[src/rtl/frs_div.sv]
module frs_div #(
  parameter int W = 96
) (
  input  logic         clk_i,
  input  logic         rst_ni,
  input  logic         start_i,
  input  logic [W-1:0] dividend_i,
  input  logic [W-1:0] divisor_i,
  output logic [W-1:0] quot_o,
  output logic         done_o
);

  localparam int CW = $clog2(W + 1);

  logic [W-1:0]  x_q, x_d;
  logic [W-1:0]  q_q, q_d;
  logic [W:0]    r_q, r_d;
  logic [CW-1:0] cnt_q, cnt_d;
  logic          busy_q, busy_d;
  logic          done_q, done_d;
  logic [W:0]    r_sh;
  logic [W+1:0]  r_diff;

  // One quotient bit per cycle, restoring form
  always_comb begin
    r_sh   = {r_q[W-1:0], x_q[W-1]};
    r_diff = {1'b0, r_sh} - {2'b00, divisor_i};
    x_d    = x_q;
    q_d    = q_q;
    r_d    = r_q;
    cnt_d  = cnt_q;
    busy_d = busy_q;
    done_d = 1'b0;
    if (start_i) begin
      x_d    = dividend_i;
      r_d    = '0;
      q_d    = '0;
      cnt_d  = '0;
      busy_d = 1'b1;
    end else if (busy_q) begin
      x_d = {x_q[W-2:0], 1'b0};
      if (!r_diff[W+1]) begin
        r_d = r_diff[W:0];
        q_d = {q_q[W-2:0], 1'b1};
      end else begin
        r_d = r_sh;
        q_d = {q_q[W-2:0], 1'b0};
      end
      cnt_d = cnt_q + 1'b1;
      if (cnt_q == CW'(W - 1)) begin
        busy_d = 1'b0;
        done_d = 1'b1;
      end
    end
  end

  always_ff @(posedge clk_i or negedge rst_ni) begin
    if (!rst_ni) begin
      busy_q <= 1'b0;
      done_q <= 1'b0;
      cnt_q  <= '0;
    end else begin
      busy_q <= busy_d;
      done_q <= done_d;
      cnt_q  <= cnt_d;
    end
  end

  always_ff @(posedge clk_i) begin
    x_q <= x_d;
    q_q <= q_d;
    r_q <= r_d;
  end

  assign quot_o = q_q;
  assign done_o = done_q;

endmodule

[config.mk]
export PLATFORM = sky130hd
export DESIGN_NAME = frs_div
export DESIGN_NICKNAME = d
export VERILOG_FILES = /design/src/rtl/frs_div.sv
export SDC_FILE = /design/constraint.sdc
export NUM_CORES = 1
export LEC_CHECK = 0
export ABC_CLOCK_PERIOD_IN_PS = 4700
export BUFFER_PORTS_ARGS = -buffer_cell sky130_fd_sc_hd__buf_2
export CAP_MARGIN = 5
export CORE_ASPECT_RATIO = 0.5
export CORE_MARGIN = 2
export CORE_UTILIZATION = 58
export DETAILED_ROUTE_END_ITERATION = 16
export PLACE_DENSITY = 0.78
export RECOVER_POWER = 25
export SETUP_SLACK_MARGIN = 0.4
export SLEW_MARGIN = 40
export SYNTH_ARGS = -nofsm -noshare
export SYNTH_HDL_FRONTEND = slang
export SYNTH_SLANG_ARGS = --single-unit
[constraint.sdc]
create_clock -name clk_i -period 4.7 [get_ports clk_i]
set_input_delay 0.47 -clock clk_i [delete_from_list [all_inputs] [get_ports clk_i]]
set_output_delay 0.47 -clock clk_i [all_outputs]
set_load 0.05 [all_outputs]
==> flow_summary.toml <==
[critical_path]
crit_path_end_kind = "flip-flop"
reg2reg_to = "r_q[94]"
worstSetupPathType = "reg2reg"
worstPathRequired_ns = 5.17
cp_data_arrival_time_ns = 4.47
start_kind = "flip-flop"
r2r_start = "x_q[95]"
crit_fanout = 5
reg2reg_setup_slack_ns = 0.70
r2r_cells = 13

[die]
die_x_um = 259
die_h_um = 132
initial_core_util_pct = 59.3
dieArea_um2 = 34100
rows = 46
io_pins = 292
core-area_um2 = 31800

[timing]
finalCriticalPeriod_ns = 4.00
max_clock_freq_mhz = 250
finalSetupViolations = 0
hold_violations = 0
slew_viol_final = 149
fin_crit_sh_pct = 85.1
setup_tns_ns = 0
fin_worst_skew_ns = 0.0257
rsz0062_at_grt = "no"
tightest_slew_ns = 3.28
max-slew-margin-rel_pct = -119
setup_slack_ns = 0.700

[run_status]
status = "finished, violations left"
violations = "capacitance limit, slew limit"

[global_route]
grt_max_degree = 103
grt_pass1_vias = 16100
grt_usage_pct = 29.4
antenna_found_initial = 9
grt_pass1_wl_um = 82600
grt_overflow = 0

[yosys]
netlist_instances = 2175
syn_nets = 2468
synth_area_per_cell_um2 = 8.68
synth.area.top_cells = "dfxtp_1, edfxtp_1, ha_1"
async_reset_ff_share_pct = 3.03
synthTopCellsByCount = "nor2_1, nand2_1, dfxtp_1, a21oi_1, inv_1"
syn_area_um2 = 18900
yosys_most_used_dff = "dfxtp_1"
synth_edf_count = 96
yosysTopAreaCell = "dfxtp_1"
synth_warnings = 0
synth.most_common_cell = "nor2_1"
synth_cell_types = 89
yosysSeqAreaShare_pct = 36.8
synth-seq-cells = 297
synth.top_cell.area_share_pct = 20.4

[worst_hold_path]
holdCritPathClass = "in2reg"
hold_depth = 2
hold-path-endpoint = "x_q[60]"
hold_path.startpoint = "dividend_i[60]"

[pwr]
p_leak_uw = 0.00985
power_uw = 11300
ir_drop_uv = 342
pwr_density_cell_nw_per_um2 = 531

[clock_tree]
clk_path_buf_depth = 3
clock_latency_ns = 0.59
clock-sinks = 297
clk_pin_slew_ns = 0.07
cts_tree = "built"
cts_root_buf = "clkbuf_16"
post-cts-setup-buffers = 0
numCtsBuffers = 28
h-tree-depth = 1

[route]
drt-vias-per-instance = 5.91
vias = 16800
wirelength_um = 51500
drc = 0
drtAntennaViolNets = 0
first_iter_violations = 1369
drt-wirelength-per-cell_um = 18.1
first_pass_iters = 5

[place]
pre_cts_slack_ns = 0.453
dp_hpwl_um = 37500
place_congestion = 0.981
portBuffers = 291

[cells_and_area]
drive_above_1_share_pct = 18.8
fin_nets = 2673
area_growth_syn_to_layout_pct = 12.6

[flow_run]
drv_cap = 2
[worst max-delay path, stage by stage (launching register included)]
cell and delay, ns:
edfxtp_1 0.37, inv_1 0.05, ha_1 0.19, fa_1 0.38, nand2b_1 0.20, a21oi_2 0.30, o211ai_1 0.14, nand3_1 0.15
o211ai_1 0.16, a2111oi_2 0.57, o211ai_2 0.19, a2111oi_1 0.43, mux2_1 0.38, a2111oi_0 0.37
[per-layer routing]
metal,GRT usage (%),part of all wire (%),routed length [um],vias to the layer above
li1,-,-,-,8236
met5,2.05,0.16,80,-
met2,48.6,46,23900,522
met3,4.61,6.1,3140,103
met4,9.18,3.0,1550,6
met1,39.4,44,22800,7930
[stage by stage]
step / instances / util [%] / hold WS [ns] / cell area (um2)
6_report: 2841 / 66.8 / 0.170 / 21200
5_1_grt: 2841 / 66.8 / 0.160 / 21200
4_1_cts: 2834 / 66.9 / 0.153 / 21300
3_5_place_dp: 2781 / 64.0 / 0.339 / 20400
3_3_place_gp: 2781 / 64.0 / 0.333 / 20400
2_1_floorplan: 2175 / - / 0.174 / 18900
[power breakdown]
group | internal, uW | total (uW) | switching [uW]
clock | 1190 | 2250 | 1060
combinational | 2150 | 5540 | 3390
sequential | 3130 | 3490 | 361
[what timing repair did]
item | 4_1_cts | 5_1_grt
hold endpoints to repair | 9 | 0
gates resized for setup | 0 | 1
setup endpoints to repair | 0 | 1
hold buffers | 1 | 0
[logic make-up (layout without fill, tap and decap cells)]
| family | count (synthesis) | after routing | share of synthesized area, % |
|---|---|---|---|
| AO/OA/AOI/OAI | 529 | 529 | 19.0 |
| XOR/XNOR | 72 | 72 | 3.34 |
| adder cells (fa/ha/maj) | 98 | 98 | 6.54 |
| buffers and inverters | 259 | 486 | 6.12 |
| flip-flops | 297 | 297 | 36.8 |
| multiplexers | 200 | 200 | 11.3 |
| other | 0 | 7 | 0 |
| AND/OR/NAND/NOR | 720 | 720 | 16.9 |
[layout make-up]
type                            count  area [um2]
Timing Repair Buffer              310        1600
Clock inverter                     18         148
Clock buffer                       34         743
Multi-Input combinational cell   1619       10800
Inverter                          124         465
Fill cell                        2705       10600
Antenna cell                        7        17.5
Tap cell                          432         541
Sequential cell                   297        6950
[registers in the layout, indices dropped and copies added, names as in the netlist]
signal	cells
done_o	1
x_q	96
quot_o	96
cnt_q	7
busy_q	1
r_q	96
[how the worst max path moves through the flow]
| stage | from | end | slack [ns] | cells past startpoint |
|---|---|---|---|---|
| 4_1_cts | x_q[95] | r_q[94] | 0.60 | 13 |
| 3_5_place_dp | divisor_i[0] | r_q[94] | 0.45 | 13 |
| 5_1_grt | start_i | x_q[11] | 0.37 | 4 |
| 3_3_place_gp | divisor_i[0] | r_q[94] | 0.55 | 13 |
| 2_1_floorplan | start_i | x_q[0] | 1.04 | 5 |
| 6_report | x_q[95] | r_q[94] | 0.70 | 13 |
[cells in the final DEF (no fill, tap or decap), drive strengths merged, types with 11 or more instances in the layout]
master | Yosys | routed
mux2 | 100 | 100
ha | 97 | 97
xnor2 | 36 | 36
nand4 | 46 | 46
a311oi | 71 | 71
a211oi | 18 | 18
nor2 | 265 | 265
a21oi | 162 | 162
o21a | 17 | 17
clkinv | 0 | 12
clkbuf | 86 | 73
o31ai | 11 | 11
edfxtp | 96 | 96
nand2b | 18 | 18
nor3 | 27 | 27
xor2 | 36 | 36
dfxtp | 192 | 192
o21ai | 104 | 104
o211ai | 18 | 18
or3 | 18 | 18
inv | 124 | 125
nor2b | 12 | 12
nand3 | 23 | 23
mux2i | 100 | 100
a21o | 32 | 32
nand2 | 259 | 259
o21bai | 20 | 20
and3 | 15 | 15
buf | 48 | 270
(Power assumes the default switching activity.)
